[config.mk]
export PLATFORM = sky130hd
export DESIGN_NAME = crc_trailer_frame_check_unit
export DESIGN_NICKNAME = d
export VERILOG_FILES = /design/src/rtl/core/ctfc_pkg.sv /design/src/rtl/core/ctfc_sequencer.sv /design/src/rtl/core/ctfc_datapath.sv /design/src/rtl/core/crc_trailer_frame_check_unit.sv
export SDC_FILE = /design/constraint.sdc
export NUM_CORES = 1
export LEC_CHECK = 0
export ABC_AREA = 1
export BUFFER_PORTS_ARGS = -buffer_cell sky130_fd_sc_hd__clkbuf_2
export CAP_MARGIN = 20
export CORE_ASPECT_RATIO = 2
export CORE_MARGIN = 2
export CORE_UTILIZATION = 64
export CTS_BUF_LIST = sky130_fd_sc_hd__clkbuf_8
export DETAILED_ROUTE_END_ITERATION = 6
export MAX_ROUTING_LAYER = met4
export PLACE_DENSITY = 0.83
export SLEW_MARGIN = 0
export SYNTH_ARGS = -nofsm -noshare
export SYNTH_HDL_FRONTEND = slang
export SYNTH_SLANG_ARGS = --single-unit
[constraint.sdc]
create_clock -name clk_i -period 9.75 [get_ports clk_i]
set_input_delay 1.4625 -clock clk_i [delete_from_list [all_inputs] [get_ports clk_i]]
set_output_delay 1.4625 -clock clk_i [all_outputs]
set_load 0.02 [all_outputs]
[src/rtl/core/ctfc_pkg.sv]
// Shared types, constants, microcode table and byte functions of the frame check unit.
package ctfc_pkg;

  localparam int unsigned TrailerLen = 13;
  localparam int unsigned PcW        = 3;
  localparam int unsigned CountW     = 5;

  localparam logic [7:0]  ChLbrace = 8'h7B;
  localparam logic [7:0]  ChRbrace = 8'h7D;
  localparam logic [7:0]  ChLf     = 8'h0A;
  localparam logic [7:0]  ChCr     = 8'h0D;
  localparam logic [7:0]  ChQuote  = 8'h22;
  localparam logic [7:0]  ChColon  = 8'h3A;
  localparam logic [7:0]  ChLowC   = 8'h63;
  localparam logic [7:0]  ChLowR   = 8'h72;
  localparam logic [15:0] CrcPoly  = 16'h1021;

  typedef enum logic [1:0] {
    ST_OK        = 2'd0,
    ST_MALFORMED = 2'd1,
    ST_MISMATCH  = 2'd2,
    ST_TOO_MANY  = 2'd3
  } status_e;

  typedef enum logic [2:0] {
    OP_NONE,
    OP_PUSH,
    OP_PREP,
    OP_DROP,
    OP_CHECK,
    OP_FLUSH,
    OP_EMIT
  } op_e;

  typedef enum logic [1:0] {
    GATE_ALWAYS,
    GATE_FIRE,
    GATE_COND,
    GATE_NCOND
  } gate_e;

  typedef enum logic [2:0] {
    COND_NEVER,
    COND_LAST_FIRE,
    COND_EOL_OVER,
    COND_CNT_ZERO,
    COND_TRAILER_BAD,
    COND_UPPER_EMPTY,
    COND_OUT_FREE
  } cond_e;

  localparam logic [PcW-1:0] STEP_ACCEPT = 3'd0;
  localparam logic [PcW-1:0] STEP_PREP   = 3'd1;
  localparam logic [PcW-1:0] STEP_DROP   = 3'd2;
  localparam logic [PcW-1:0] STEP_CHECK  = 3'd3;
  localparam logic [PcW-1:0] STEP_FLUSH  = 3'd4;
  localparam logic [PcW-1:0] STEP_EMIT   = 3'd5;

  typedef struct packed {
    logic             take_in;
    op_e              op;
    gate_e            gate;
    cond_e            cond;
    logic             adv;
    logic [PcW-1:0]   target;
  } ucode_t;

  typedef struct packed {
    logic take_in;
    op_e  op;
    logic en;
  } ctrl_t;

  typedef struct packed {
    logic eol_over;
    logic cnt_zero;
    logic trailer_bad;
    logic upper_empty;
  } flags_t;

  typedef struct packed {
    logic [15:0] claim;
    logic [15:0] comp;
    status_e     status;
  } result_t;

  function automatic ucode_t ucode_rom(logic [PcW-1:0] pc);
    ucode_t w;
    case (pc)
      STEP_ACCEPT: w = '{1'b1, OP_PUSH,  GATE_FIRE,   COND_LAST_FIRE,   1'b0, STEP_PREP};
      STEP_PREP:   w = '{1'b0, OP_PREP,  GATE_ALWAYS, COND_EOL_OVER,    1'b1, STEP_EMIT};
      STEP_DROP:   w = '{1'b0, OP_DROP,  GATE_NCOND,  COND_CNT_ZERO,    1'b0, STEP_CHECK};
      STEP_CHECK:  w = '{1'b0, OP_CHECK, GATE_ALWAYS, COND_TRAILER_BAD, 1'b1, STEP_EMIT};
      STEP_FLUSH:  w = '{1'b0, OP_FLUSH, GATE_NCOND,  COND_UPPER_EMPTY, 1'b0, STEP_EMIT};
      STEP_EMIT:   w = '{1'b0, OP_EMIT,  GATE_COND,   COND_OUT_FREE,    1'b0, STEP_ACCEPT};
      default:     w = '{1'b0, OP_NONE,  GATE_ALWAYS, COND_NEVER,       1'b0, STEP_ACCEPT};
    endcase
    return w;
  endfunction

  function automatic logic [15:0] crc_byte(logic [15:0] crc, logic [7:0] b);
    logic [15:0] c;
    c = crc ^ {b, 8'h00};
    for (int k = 0; k < 8; k++) begin
      c = c[15] ? ((c << 1) ^ CrcPoly) : (c << 1);
    end
    return c;
  endfunction

  // {valid, value}
  function automatic logic [4:0] hex_nibble(logic [7:0] d);
    logic [4:0] r;
    r = 5'd0;
    if (d inside {[8'h30:8'h39]}) begin
      r = {1'b1, 4'(d - 8'h30)};
    end else if (d inside {[8'h61:8'h66]}) begin
      r = {1'b1, 4'(d - 8'h57)};
    end else if (d inside {[8'h41:8'h46]}) begin
      r = {1'b1, 4'(d - 8'h37)};
    end
    return r;
  endfunction

endpackage

[src/rtl/core/ctfc_sequencer.sv]
// Microcode sequencer: step counter, control store and conditional jumps.
module ctfc_sequencer
  import ctfc_pkg::*;
(
  input  logic   clk_i,
  input  logic   rst_ni,
  input  logic   in_valid_i,
  input  logic   in_last_i,
  input  logic   out_free_i,
  input  flags_t flags_i,
  output ctrl_t  ctrl_o
);

  logic [PcW-1:0] pc_q, pc_d;
  ucode_t         cw;
  logic           fire;
  logic           cond;
  logic           en;

  always_comb begin
    cw   = ucode_rom(pc_q);
    fire = cw.take_in & in_valid_i;
    case (cw.cond)
      COND_LAST_FIRE:   cond = fire & in_last_i;
      COND_EOL_OVER:    cond = flags_i.eol_over;
      COND_CNT_ZERO:    cond = flags_i.cnt_zero;
      COND_TRAILER_BAD: cond = flags_i.trailer_bad;
      COND_UPPER_EMPTY: cond = flags_i.upper_empty;
      COND_OUT_FREE:    cond = out_free_i;
      default:          cond = 1'b0;
    endcase
    case (cw.gate)
      GATE_FIRE:  en = fire;
      GATE_COND:  en = cond;
      GATE_NCOND: en = ~cond;
      default:    en = 1'b1;
    endcase
    if (cond) begin
      pc_d = cw.target;
    end else if (cw.adv) begin
      pc_d = pc_q + 1'b1;
    end else begin
      pc_d = pc_q;
    end
    ctrl_o = '{take_in: cw.take_in, op: cw.op, en: en};
  end

  always_ff @(posedge clk_i or negedge rst_ni) begin
    if (!rst_ni) begin
      pc_q <= STEP_ACCEPT;
    end else begin
      pc_q <= pc_d;
    end
  end

endmodule

[src/rtl/core/ctfc_datapath.sv]
// Datapath: byte delay line with valid bits, CRC unit, counters and trailer check.
module ctfc_datapath
  import ctfc_pkg::*;
#(
  parameter int unsigned MAX_TRAILING_EOL = 2
) (
  input  logic       clk_i,
  input  logic       rst_ni,
  input  ctrl_t      ctrl_i,
  input  logic [7:0] frame_byte_i,
  output flags_t     flags_o,
  output result_t    result_o
);

  localparam int unsigned WinLen   = TrailerLen + MAX_TRAILING_EOL;
  localparam int unsigned WinDepth = WinLen + 1;
  localparam int unsigned EolW     = $clog2(MAX_TRAILING_EOL + 2);

  logic [7:0]          win_q [WinDepth];
  logic [7:0]          win_d [WinDepth];
  logic [WinDepth-1:0] vld_q, vld_d;
  logic [EolW-1:0]     eol_q, eol_d;
  logic [EolW-1:0]     cnt_q, cnt_d;
  logic [CountW-1:0]   bcnt_q, bcnt_d;
  logic [15:0]         crc_q, crc_d;
  logic                brace_q, brace_d;
  status_e             status_q, status_d;
  logic [15:0]         claim_q, claim_d;

  logic [7:0]  crc_in;
  logic [15:0] crc_nx;
  logic [4:0]  nib3, nib2, nib1, nib0;
  logic        len_ok, pat_ok, trailer_ok;

  always_comb begin
    crc_in = (ctrl_i.op == OP_PUSH) ? win_q[WinLen-1] : win_q[WinDepth-1];
    crc_nx = crc_byte(crc_q, crc_in);

    nib3 = hex_nibble(win_q[5]);
    nib2 = hex_nibble(win_q[4]);
    nib1 = hex_nibble(win_q[3]);
    nib0 = hex_nibble(win_q[2]);
    len_ok = {1'b0, bcnt_q} >= (6'(eol_q) + 6'(TrailerLen + 1));
    pat_ok = (win_q[12] == ChQuote) && (win_q[11] == ChLowC) && (win_q[10] == ChLowR) &&
             (win_q[9] == ChLowC) && (win_q[8] == ChQuote) && (win_q[7] == ChColon) &&
             (win_q[6] == ChQuote) && (win_q[1] == ChQuote) && (win_q[0] == ChRbrace);
    trailer_ok = len_ok && brace_q && pat_ok && nib3[4] && nib2[4] && nib1[4] && nib0[4];

    flags_o.eol_over    = eol_q > EolW'(MAX_TRAILING_EOL);
    flags_o.cnt_zero    = (cnt_q == '0);
    flags_o.trailer_bad = ~trailer_ok;
    flags_o.upper_empty = ~|vld_q[WinDepth-1:TrailerLen];

    if (status_q == ST_OK) begin
      result_o.status = (crc_q == claim_q) ? ST_OK : ST_MISMATCH;
      result_o.comp   = crc_q;
      result_o.claim  = claim_q;
    end else begin
      result_o.status = status_q;
      result_o.comp   = '0;
      result_o.claim  = '0;
    end
  end

  always_comb begin
    win_d    = win_q;
    vld_d    = vld_q;
    eol_d    = eol_q;
    cnt_d    = cnt_q;
    bcnt_d   = bcnt_q;
    crc_d    = crc_q;
    brace_d  = brace_q;
    status_d = status_q;
    claim_d  = claim_q;
    if (ctrl_i.en) begin
      case (ctrl_i.op)
        OP_PUSH: begin
          for (int i = WinDepth - 1; i > 0; i--) begin
            win_d[i] = win_q[i-1];
            vld_d[i] = vld_q[i-1];
          end
          win_d[0]          = frame_byte_i;
          vld_d[0]          = 1'b1;
          vld_d[WinDepth-1] = 1'b0;
          if (vld_q[WinLen-1]) begin
            crc_d = crc_nx;
          end
          if (bcnt_q == '0) begin
            brace_d = (frame_byte_i == ChLbrace);
          end
          if (bcnt_q != '1) begin
            bcnt_d = bcnt_q + 1'b1;
          end
          if (frame_byte_i inside {ChLf, ChCr}) begin
            if (eol_q <= EolW'(MAX_TRAILING_EOL)) begin
              eol_d = eol_q + 1'b1;
            end
          end else begin
            eol_d = '0;
          end
        end
        OP_PREP: begin
          cnt_d    = eol_q;
          status_d = (eol_q > EolW'(MAX_TRAILING_EOL)) ? ST_TOO_MANY : ST_OK;
        end
        OP_DROP: begin
          for (int i = 0; i < WinDepth - 1; i++) begin
            win_d[i] = win_q[i+1];
            vld_d[i] = vld_q[i+1];
          end
          win_d[WinDepth-1] = '0;
          vld_d[WinDepth-1] = 1'b0;
          cnt_d             = cnt_q - 1'b1;
        end
        OP_CHECK: begin
          status_d = trailer_ok ? ST_OK : ST_MALFORMED;
          claim_d  = {nib3[3:0], nib2[3:0], nib1[3:0], nib0[3:0]};
        end
        OP_FLUSH: begin
          for (int i = WinDepth - 1; i > TrailerLen; i--) begin
            win_d[i] = win_q[i-1];
            vld_d[i] = vld_q[i-1];
          end
          win_d[TrailerLen] = '0;
          vld_d[TrailerLen] = 1'b0;
          if (vld_q[WinDepth-1]) begin
            crc_d = crc_nx;
          end
        end
        OP_EMIT: begin
          vld_d   = '0;
          eol_d   = '0;
          bcnt_d  = '0;
          crc_d   = '0;
          brace_d = 1'b0;
        end
        default: begin
        end
      endcase
    end
  end

  always_ff @(posedge clk_i) begin
    win_q <= win_d;
  end

  always_ff @(posedge clk_i or negedge rst_ni) begin
    if (!rst_ni) begin
      vld_q    <= '0;
      eol_q    <= '0;
      cnt_q    <= '0;
      bcnt_q   <= '0;
      crc_q    <= '0;
      brace_q  <= 1'b0;
      status_q <= ST_OK;
      claim_q  <= '0;
    end else begin
      vld_q    <= vld_d;
      eol_q    <= eol_d;
      cnt_q    <= cnt_d;
      bcnt_q   <= bcnt_d;
      crc_q    <= crc_d;
      brace_q  <= brace_d;
      status_q <= status_d;
      claim_q  <= claim_d;
    end
  end

endmodule

[src/rtl/core/crc_trailer_frame_check_unit.sv]
// Frame checker for brace-framed text with a "crc":"XXXX"} CRC-16/XMODEM trailer.
// Takes one byte per cycle while a frame streams in; every byte enters a delay line of
// 13 + MAX_TRAILING_EOL bytes and the byte leaving it goes through a one-byte-per-cycle
// CRC unit. After the byte marked tlast a microcoded finish runs: it strips the trailing
// CR/LF bytes one per cycle, checks length, opening brace and trailer in a single step,
// then feeds the held-back prefix bytes through the same CRC unit one per cycle. The
// finish then waits until the output register is free and loads the result into it;
// a new frame is taken as soon as it is loaded. One result transaction per frame:
// status 0 ok, 1 malformed or short, 2 CRC mismatch, 3 too many trailing line ends;
// both CRC values read zero unless the status is 0 or 2.
module crc_trailer_frame_check_unit
  import ctfc_pkg::*;
#(
  parameter int unsigned MAX_TRAILING_EOL = 2
) (
  input  logic        clk_i,
  input  logic        rst_ni,
  input  logic        s_axis_tvalid_i,
  output logic        s_axis_tready_o,
  input  logic [7:0]  s_axis_tdata_i,   // [7:0] frame_byte
  input  logic        s_axis_tlast_i,   // last_byte
  output logic        m_axis_tvalid_o,
  input  logic        m_axis_tready_i,
  output logic [39:0] m_axis_tdata_o    // [1:0] status, [17:2] computed_crc,
                                        // [33:18] claimed_crc, [39:34] zero
);

  ctrl_t   ctrl;
  flags_t  flags;
  result_t result;
  logic    out_free;
  logic    emit;
  logic    out_valid_q, out_valid_d;
  result_t out_q, out_d;

  assign out_free = ~out_valid_q | m_axis_tready_i;
  assign emit     = ctrl.en && (ctrl.op == OP_EMIT);

  ctfc_sequencer u_seq (
    .clk_i      (clk_i),
    .rst_ni     (rst_ni),
    .in_valid_i (s_axis_tvalid_i),
    .in_last_i  (s_axis_tlast_i),
    .out_free_i (out_free),
    .flags_i    (flags),
    .ctrl_o     (ctrl)
  );

  ctfc_datapath #(
    .MAX_TRAILING_EOL (MAX_TRAILING_EOL)
  ) u_dp (
    .clk_i        (clk_i),
    .rst_ni       (rst_ni),
    .ctrl_i       (ctrl),
    .frame_byte_i (s_axis_tdata_i),
    .flags_o      (flags),
    .result_o     (result)
  );

  always_comb begin
    out_valid_d = out_valid_q;
    out_d       = out_q;
    if (emit) begin
      out_valid_d = 1'b1;
      out_d       = result;
    end else if (m_axis_tready_i) begin
      out_valid_d = 1'b0;
    end
  end

  always_ff @(posedge clk_i or negedge rst_ni) begin
    if (!rst_ni) begin
      out_valid_q <= 1'b0;
    end else begin
      out_valid_q <= out_valid_d;
    end
  end

  always_ff @(posedge clk_i) begin
    out_q <= out_d;
  end

  assign s_axis_tready_o = ctrl.take_in;
  assign m_axis_tvalid_o = out_valid_q;
  assign m_axis_tdata_o  = {6'b0, out_q.claim, out_q.comp, out_q.status};

  a_emit_room : assert property (@(posedge clk_i) disable iff (!rst_ni)
    emit |-> out_free)
    else $error("result loaded while output register still held");

  a_finish_blocks : assert property (@(posedge clk_i) disable iff (!rst_ni)
    (s_axis_tvalid_i && s_axis_tready_o && s_axis_tlast_i) |=> !s_axis_tready_o)
    else $error("input taken during end-of-frame finish");

  a_error_zeroes : assert property (@(posedge clk_i) disable iff (!rst_ni)
    (m_axis_tvalid_o && (m_axis_tdata_o[1:0] == ST_MALFORMED ||
                         m_axis_tdata_o[1:0] == ST_TOO_MANY))
    |-> (m_axis_tdata_o[33:2] == 32'd0))
    else $error("CRC values reported on a rejected frame");

endmodule
==> qor.json, run 1 <==
{
  "status": {
    "run_status": "complete, but fails checks",
    "failed_checks": "design-rule violations"
  },
  "timing": {
    "final.setup_skew_ns": 0.0474,
    "holdWs_ns": 0.476,
    "fmax_mhz": 189,
    "final.min_clock_period_ns": 5.30,
    "setup_viol_count_final": 0,
    "setup_repair_after_global_routing_missed_its_margin": "false",
    "setup_tns_ns": 0,
    "layout_worst_path_cycle_share_pct": 54.3,
    "tightest_slew_ns": 1.03,
    "slew_viol_final": 0,
    "timing.final.hold_violations": 0,
    "maxSlewHeadroom_pct": 31.0
  },
  "clocking": {
    "cts-htree-levels": 1,
    "numCtsBuffers": 31,
    "hold_buffers": 0,
    "cts_setup_buffers": 0,
    "cts_root_buf": "sky130_fd_sc_hd__clkbuf_8",
    "clk_path_buf_depth": 3,
    "cts_tree": "built",
    "post_cts_resized": 0,
    "number_of_clock_sinks": 226,
    "clkLatencyLatePin_ns": 0.60,
    "clock_transition_at_the_registers_of_the_reported_paths_ns": 0.07
  },
  "placed_design": {
    "numPlacedInstances": 1624,
    "port_buffers": 48,
    "detailedPlacementHpwl_um": 19900,
    "globalplace.congestion": 0.956
  },
  "synthesis": {
    "synthesis.area_mm2": 0.0118,
    "ys_ff_latch": 226,
    "netlist_top_cells_count": "472 x sky130_fd_sc_hd__nand2_1, 172 x sky130_fd_sc_hd__inv_1, 162 x sky130_fd_sc_hd__edfxtp_1",
    "synth_edf_count": 162,
    "synth.yosys.warnings": 0,
    "ys_types": 39,
    "synth-seq-area-share_pct": 54.7,
    "synth_top_area_share_pct": 41.2,
    "async_flop_share_pct": 28.3,
    "netlist.top_cell.by_area": "sky130_fd_sc_hd__edfxtp_1",
    "synth.most_common_cell": "sky130_fd_sc_hd__nand2_1",
    "synth.area.top_cells": "sky130_fd_sc_hd__edfxtp_1 41%, sky130_fd_sc_hd__nand2_1 15%, sky130_fd_sc_hd__dfrtp_1 14%",
    "synthFlopType": "sky130_fd_sc_hd__edfxtp_1",
    "number_of_instances_in_the_synthesized_netlist": 1404,
    "avgSynthCellArea_um2": 8.42
  },
  "final_layout": {
    "finalNetCount": 1488,
    "antennaDiodeCount": 0,
    "instances_no_fill": 1682,
    "layout.core_utilization_pct": 70.5,
    "flow.area_growth_from_synthesis_pct": 8.63,
    "post_route_cells_drive_above_1_share_pct": 7.98
  },
  "grt": {
    "gr-usage-all-layers_pct": 29.6,
    "met3_track_demand_over_resource_in_global_routing_pct": 3.28,
    "top_usage_layer": "met2",
    "first_global_vias": 9204,
    "antenna_found_initial": 0,
    "grt_remaining_overflow": 0,
    "grt_pass1_wl_um": 44700,
    "grtUsageMet2_pct": 51.8,
    "use_met1_pct": 31.9,
    "pin_count_of_the_biggest_net_entering_global_routing": 120
  },
  "routing": {
    "dr_pass1_iterations": 7,
    "routed_wl_um": 28100,
    "route.antenna.remaining_nets": 0,
    "routed-via-count": 9668,
    "detailedRoute.firstIterationViolations": 612,
    "post_drt_wl_per_cell_um": 16.7,
    "viasPerCell": 5.75,
    "drc": 2
  },
  "floorplan": {
    "vertical_extent_of_the_die_um": 196,
    "floorplan.rows": 70,
    "initial_util_pct": 64.9,
    "die_x_um": 100,
    "core_mm2": 0.0182,
    "dieArea_mm2": 0.0196,
    "design.portCount": 55
  },
  "critical_path": {
    "cpPeakStageDelay_ns": 0.85,
    "critical_path.cell_chain": "inv_1 > ha_1 > nand2_1 > nand3_4 > nand2_2 > inv_2 > o21ai_1 > o21ai_1 > nor3_2 > nand3_1 > nand3_4 > inv_1 > a21oi_4 > buf_4",
    "timing.critical_path.from_type": "register",
    "crit_path_top_delay_cell": "sky130_fd_sc_hd__buf_4",
    "worstPathRequired_ns": 9.97,
    "cp_data_arrival_time_ns": 5.52,
    "cp_num_buf_inv": 4,
    "cp_max_fo": 74,
    "cp-end-kind": "register",
    "path_class": "register to register",
    "critical_path.top_delay_family": "simple AND/OR/NAND/NOR gates",
    "setup.reg_to_reg.worst_slack_ns": 4.45
  },
  "job": {
    "timing.max_cap.violations": 0
  },
  "hold_path": {
    "worst_hold_check_path_type": "register to register"
  }
}
placed cells by master, fill, tap and decap left out, types with 22 or more instances in the layout:
master and count:
sky130_fd_sc_hd__nand2_1 472, sky130_fd_sc_hd__inv_1 183, sky130_fd_sc_hd__edfxtp_1 162, sky130_fd_sc_hd__o21ai_0 122
sky130_fd_sc_hd__nor2_1 119, sky130_fd_sc_hd__nand3_1 95, sky130_fd_sc_hd__dfrtp_1 64, sky130_fd_sc_hd__clkbuf_2 47
sky130_fd_sc_hd__ha_1 33, sky130_fd_sc_hd__clkbuf_8 33, sky130_fd_sc_hd__o22ai_1 22
worst min-delay path: cells and delay by family (launching register included):
family,cells,cell delay [ns]
and+or+nand+nor,2,0.10
DFF,1,0.35
state kept, by name, summed over array words and instances, names as in the netlist, 2 cells and up:
| register | flops |
|---|---|
| m_axis_tdata_o | 34 |
| u_dp.bcnt_q | 5 |
| u_dp.claim_q | 16 |
| u_dp.cnt_q | 2 |
| u_dp.crc_q | 16 |
| u_dp.eol_q | 2 |
| u_dp.status_q | 2 |
| u_dp.vld_q | 16 |
| u_dp.win_q | 128 |
| u_seq.pc_q | 3 |
routing by layer:
| metal | part of all wire (%) | up-vias |
|---|---|---|
| li1 | - | 4620 |
| met1 | 35 | 4571 |
| met2 | 54 | 350 |
| met3 | 4.5 | 127 |
| met4 | 6.7 | 0 |
| met5 | 0 | - |
final cells by class:
type                    count  area [um^2]
multi-input cells         949         4450
clock buffers              33          454
well taps                 216          270
flip-flops and latches    226         6470
fillers                  1476         5380
repair buffers             56          320
clock inverters            24          208
inverters                 178          668
stage by stage:
| step | area [um^2] | setup slack [ns] |
|---|---|---|
| 2_1_floorplan | 11800 | 1.76 |
| 3_3_place_gp | 12100 | 4.69 |
| 3_5_place_dp | 12100 | 4.51 |
| 4_1_cts | 12800 | 4.54 |
| 5_1_grt | 12800 | 4.10 |
| 6_report | 12800 | 4.45 |
worst paths after layout:
check,from,end,depth (start not counted)
min in group asynchronous,rst_ni,u_dp.claim_q[8]$_DFFE_PN0P_,2
worst max-delay path,u_seq.pc_q[0]$_DFFE_PN0P_,u_dp.win_q[122]$_DFFE_PP_,14
worst max register to register,u_seq.pc_q[0]$_DFFE_PN0P_,u_dp.win_q[122]$_DFFE_PP_,14
worst min-delay path,u_dp.vld_q[3]$_DFFE_PN0P_,u_dp.vld_q[3]$_DFFE_PN0P_,2
worst min register to register,u_dp.vld_q[3]$_DFFE_PN0P_,u_dp.vld_q[3]$_DFFE_PN0P_,2
max in group asynchronous,rst_ni,u_dp.vld_q[10]$_DFFE_PN0P_,2
cell families after synthesis:
| logic type | Yosys count | synth area share (%) |
|---|---|---|
| AND/OR/NAND/NOR | 717 | 24.7 |
| XOR/XNOR | 12 | 0.890 |
| buffers and inverters | 234 | 7.91 |
| other | 1 | 0.0317 |
| adder cells (fa/ha/maj) | 33 | 3.49 |
| flip-flops | 226 | 54.7 |
| AO/OA/AOI/OAI | 181 | 8.24 |
Power of run 1 is not shown: default switching activity piles up to over one toggle a cycle in this logic, so the estimate is an artifact.
==> run 2: changes to the inputs <==
--- a/config.mk
+++ b/config.mk
@@ -5,7 +5,7 @@
 export SDC_FILE = /design/constraint.sdc
 export NUM_CORES = 1
 export LEC_CHECK = 0
-export ABC_AREA = 1
+export ABC_AREA = 0
 export BUFFER_PORTS_ARGS = -buffer_cell sky130_fd_sc_hd__clkbuf_2
 export CAP_MARGIN = 20
 export CORE_ASPECT_RATIO = 2
==> constraint.sdc (replaced) <==
create_clock -name clk_i -period 4.9 [get_ports clk_i]
set_input_delay 0.735 -clock clk_i [delete_from_list [all_inputs] [get_ports clk_i]]
set_output_delay 0.735 -clock clk_i [all_outputs]
set_load 0.02 [all_outputs]
==> run 2 against run 1 <==
Effect of this change:
- the flow now finishes without violations
- register-to-register slack got worse by 3.3 ns
- first-iteration DRC count is 14% lower
- worst setup slack worse by 3.3 ns
- cell area fell by 0.98%
- die area is 1.7% lower
- critical endpoint is now u_dp.win_q[39]$_DFFE_PP_
==> qor.json, run 2 <==
{
  "routing": {
    "met2WireLength": {"value": 14900, "unit": "um", "change": "-0.93%"},
    "routed-via-count": {"value": 8361, "change": "-14%"},
    "detail_route.wirelength.met1": {"value": 9840, "unit": "um", "change": "-0.14%"},
    "viasPerCell": {"value": 5.96, "change": "+3.8%"},
    "top_layer": "met4",
    "post_drt_wl_per_cell": {"value": 19.4, "unit": "um", "change": "+16%"},
    "route.antenna.remaining_nets": {"value": 0, "change": "unchanged"},
    "routed_wl": {"value": 27200, "unit": "um", "change": "-3.2%"},
    "met3_length": {"value": 1170, "unit": "um", "change": "-6.7%"},
    "drc": {"value": 0, "change": "-2"},
    "dr_pass1_iterations": {"value": 5, "change": "-2"},
    "detailedRoute.firstIterationViolations": {"value": 526, "change": "-14%"}
  },
  "final_layout": {
    "design_area": {"value": 0.0127, "unit": "mm^2", "change": "-0.98%"},
    "largest_reg_flops": {"value": 128, "change": "unchanged"},
    "multiInputGateArea": {"value": 0.00480, "unit": "mm^2", "change": "+7.8%"},
    "fill_cells": {"value": 1318, "change": "-11%"},
    "largest_register_by_flop_count": "u_dp.win_q",
    "instances_no_fill": {"value": 1402, "change": "-17%"},
    "finalNetCount": {"value": 1210, "change": "-19%"},
    "leading_cell_type_in_the_layout_fill_and_taps_excluded": "sky130_fd_sc_hd__nand2_1",
    "layout_common_cells": "384 x sky130_fd_sc_hd__nand2_1, 162 x sky130_fd_sc_hd__edfxtp_1, 64 x sky130_fd_sc_hd__dfrtp_1",
    "flow.area_growth_from_synthesis_pct": 9.44,
    "antennaDiodeCount": {"value": 0, "change": "unchanged"},
    "post_route_cells_drive_above_1_share": {"value": 13.6, "unit": "%", "change": "+5.6 points"},
    "layout.area.seq": {"value": 0.00647, "unit": "mm^2", "change": "unchanged"}
  },
  "grt": {
    "pin_count_of_the_biggest_net_entering_global_routing": {"value": 147, "change": "+23%"},
    "grt_remaining_overflow": {"value": 0, "change": "unchanged"},
    "gr-usage-all-layers": {"value": 29.2, "unit": "%", "change": "-0.40 points"},
    "antenna_found_initial": {"value": 0, "change": "unchanged"},
    "grt_pass1_wl": {"value": 43400, "unit": "um", "change": "-2.9%"},
    "first_global_vias": {"value": 8229, "change": "-11%"}
  },
  "synthesis": {
    "ys_ff_latch": {"value": 226, "change": "unchanged"},
    "avgSynthCellArea": {"value": 10.4, "unit": "um^2", "change": "+23%"},
    "synth_edf_count": {"value": 162, "change": "unchanged"},
    "synth_top_area_share": {"value": 41.9, "unit": "%", "change": "+0.72 points"},
    "synthFlopType": "sky130_fd_sc_hd__edfxtp_1",
    "netlist.top_cell.by_area": "sky130_fd_sc_hd__edfxtp_1",
    "number_of_instances_in_the_synthesized_netlist": {"value": 1120, "change": "-20%"},
    "synth.most_common_cell": "sky130_fd_sc_hd__nand2_1",
    "async_flop_share": {"value": 28.3, "unit": "%", "change": "unchanged"},
    "netlist_top_cells_count": "384 x sky130_fd_sc_hd__nand2_1, 162 x sky130_fd_sc_hd__edfxtp_1, 64 x sky130_fd_sc_hd__dfrtp_1",
    "synthesis.area": {"value": 0.0116, "unit": "mm^2", "change": "-1.7%"},
    "ys_types": {"value": 70, "change": "+79%"},
    "synth-seq-area-share": {"value": 55.7, "unit": "%", "change": "+0.96 points"},
    "synth.yosys.warnings": {"value": 0, "change": "unchanged"},
    "synth.area.top_cells": "sky130_fd_sc_hd__edfxtp_1 42%, sky130_fd_sc_hd__dfrtp_1 14%, sky130_fd_sc_hd__nand2_1 12%"
  },
  "clocking": {
    "number_of_clock_sinks": {"value": 226, "change": "unchanged"},
    "numCtsBuffers": {"value": 31, "change": "unchanged"},
    "cts_tree": "built",
    "clk_path_buf_depth": {"value": 3, "change": "unchanged"},
    "cts-htree-levels": {"value": 1, "change": "unchanged"},
    "clkLatencyLatePin": {"value": 0.58, "unit": "ns", "change": "-0.02 ns"},
    "hold_buffers": {"value": 1, "change": "+1"},
    "cts_root_buf": "sky130_fd_sc_hd__clkbuf_8",
    "cts_setup_buffers": {"value": 0, "change": "unchanged"},
    "post_cts_resized": {"value": 0, "change": "unchanged"},
    "clock_transition_at_the_registers_of_the_reported_paths": {"value": 0.08, "unit": "ns", "change": "about the same"}
  },
  "critical_path": {
    "timing.critical_path.from_type": "register",
    "cp_data_arrival_time": {"value": 3.99, "unit": "ns", "change": "-1.53 ns"},
    "cp-end-kind": "register",
    "path_class": "register to register",
    "worstPathRequired": {"value": 5.11, "unit": "ns", "change": "-4.86 ns"},
    "cp_max_fo": {"value": 37, "change": "-50%"}
  },
  "placed_design": {
    "numPlacedInstances": {"value": 1343, "change": "-17%"},
    "globalplace.congestion": {"value": 0.942, "change": "-1.4%"},
    "placement.setup.worst_slack": {"value": 1.21, "unit": "ns", "change": "-3.30 ns"},
    "dpl-instance-area": {"value": 0.0120, "unit": "mm^2", "change": "-1.0%"},
    "detailedPlacementHpwl": {"value": 19300, "unit": "um", "change": "-3.4%"},
    "port_buffers": {"value": 48, "change": "unchanged"}
  },
  "status": {
    "run_status": "completed"
  },
  "floorplan": {
    "dieArea": {"value": 0.0193, "unit": "mm^2", "change": "-1.7%"},
    "vertical_extent_of_the_die": {"value": 194, "unit": "um", "change": "-0.84%"},
    "design.portCount": {"value": 55, "change": "unchanged"},
    "initial_util": {"value": 65.3, "unit": "%", "change": "+0.44 points"},
    "die_x": {"value": 99.2, "unit": "um", "change": "-0.83%"},
    "core": {"value": 0.0178, "unit": "mm^2", "change": "-2.4%"},
    "floorplan.rows": {"value": 69, "change": "-1.4%"}
  },
  "timing": {
    "layout_worst_path_cycle_share": {"value": 77.2, "unit": "%", "change": "+23 points"},
    "final.min_clock_period": {"value": 3.78, "unit": "ns", "change": "-1.51 ns"},
    "setup_viol_count_final": {"value": 0, "change": "unchanged"},
    "slew_viol_final": {"value": 0, "change": "unchanged"},
    "setup_tns": {"value": 0, "unit": "ns", "change": "unchanged"},
    "maxSlewHeadroom": {"value": 24.4, "unit": "%", "change": "-6.6 points"},
    "setup_repair_after_global_routing_missed_its_margin": "false",
    "fmax": {"value": 264, "unit": "MHz", "change": "+40%"},
    "tightest_slew": {"value": 1.13, "unit": "ns", "change": "+0.0986 ns"},
    "holdWs": {"value": 0.467, "unit": "ns", "change": "-0.00929 ns"},
    "timing.final.ws_setup": {"value": 1.12, "unit": "ns", "change": "-3.34 ns"},
    "final.setup_skew": {"value": 0.0212, "unit": "ns", "change": "-0.0262 ns"},
    "timing.final.hold_violations": {"value": 0, "change": "unchanged"}
  },
  "power_and_ir_drop": {
    "power_density_mw_per_mm2": 287,
    "leakage_uw": 0.00553,
    "ir_drop_uv": 256
  },
  "job": {
    "timing.max_cap.violations": {"value": 0, "change": "unchanged"}
  },
  "hold_path": {
    "worst_hold_check_path_type": "input pin to register"
  }
}
-- run 2: cell types whose count changed after synthesis, moves of 12 or more --
cell	previous run	this run
sky130_fd_sc_hd__nor4b_1	0	13
sky130_fd_sc_hd__mux2i_1	0	37
sky130_fd_sc_hd__mux2_2	0	36
sky130_fd_sc_hd__a22o_1	0	14
sky130_fd_sc_hd__o22ai_1	22	8
sky130_fd_sc_hd__xnor2_1	0	32
sky130_fd_sc_hd__nand2b_1	0	16
sky130_fd_sc_hd__xor2_1	12	0
sky130_fd_sc_hd__inv_1	172	35
sky130_fd_sc_hd__and2_1	2	28
sky130_fd_sc_hd__nand2_1	472	384
sky130_fd_sc_hd__nand3_1	95	6
sky130_fd_sc_hd__nor2_1	119	21
sky130_fd_sc_hd__o21ai_0	122	50
-- run 2: cell families after synthesis --
kind of cell,after synthesis,synth area share [%]
flip-flops,226,55.7
multiplexers,73,6.68
AO/OA/AOI/OAI,134,7.82
XOR/XNOR,33,2.61
AND/OR/NAND/NOR,529,20.2
other,1,0.0323
buffers and inverters,91,3.40
adder cells (fa/ha/maj),33,3.56
-- run 2: routing by layer --
layer / vias to the layer above / global-route usage (%)
met3: 84 / 3.27
li1: 3969 / -
met1: 4023 / 31.9
met2: 285 / 52.9
met4: 0 / 12.3
met5: - / -
-- run 2: final cells by class --
type	instances	area share, %
sequential	226	50.9
tap	213	2.10
inverter	35	1.03
timing repair buffer	62	2.93
clock inverter	27	1.96
multi-input combinational	808	37.7
clock buffer	31	3.36
-- run 2: per-stage QoR --
stage / util, % / total power (uW)
after detailed placement: 67.6 / 2100
final: 71.5 / 3650
after CTS: 71.5 / 3660
after global routing: 71.5 / 3750
after floorplan: - / 2080
after global placement: 67.6 / 2100
-- run 2: where the power goes --
group / internal [uW] / leakage (uW) / switching [uW] / total (uW)
registers: 2030 / 0.00226 / 0.0000000000000234 / 2030
logic: 6.68 / 0.00291 / 21.9 / 28.5
clock network: 861 / 0.000361 / 729 / 1590
total: 2900 / 0.00553 / 751 / 3650
-- run 2: final timing paths --
check	startpoint	to	slack (ns)	cells after the start
min	s_axis_tdata_i[7]	u_dp.win_q[127]$_DFFE_PP_	0.47	3
min in group asynchronous	rst_ni	u_seq.pc_q[2]$_DFFE_PN0P_	0.54	2
min reg2reg	u_dp.cnt_q[1]$_DFFE_PN0P_	u_dp.cnt_q[1]$_DFFE_PN0P_	0.53	2
max in group asynchronous	rst_ni	u_dp.claim_q[9]$_DFFE_PN0P_	3.36	3
max	u_seq.pc_q[0]$_DFFE_PN0P_	u_dp.win_q[39]$_DFFE_PP_	1.12	10
max reg2reg	u_seq.pc_q[0]$_DFFE_PN0P_	u_dp.win_q[39]$_DFFE_PP_	1.12	10
-- run 2: critical path, cell delays in order, from the launching register on --
cell and delay [ns]:
sky130_fd_sc_hd__dfrtp_1 0.46, sky130_fd_sc_hd__inv_1 0.16, sky130_fd_sc_hd__ha_1 0.41, sky130_fd_sc_hd__o21ai_2 0.13
sky130_fd_sc_hd__and2b_4 0.22, sky130_fd_sc_hd__and3_4 0.21, sky130_fd_sc_hd__nor4_1 0.72, sky130_fd_sc_hd__a21o_2 0.25
sky130_fd_sc_hd__nor2_1 0.16, sky130_fd_sc_hd__a21oi_4 0.22, sky130_fd_sc_hd__buf_4 0.45
(Power assumes the default switching activity.)
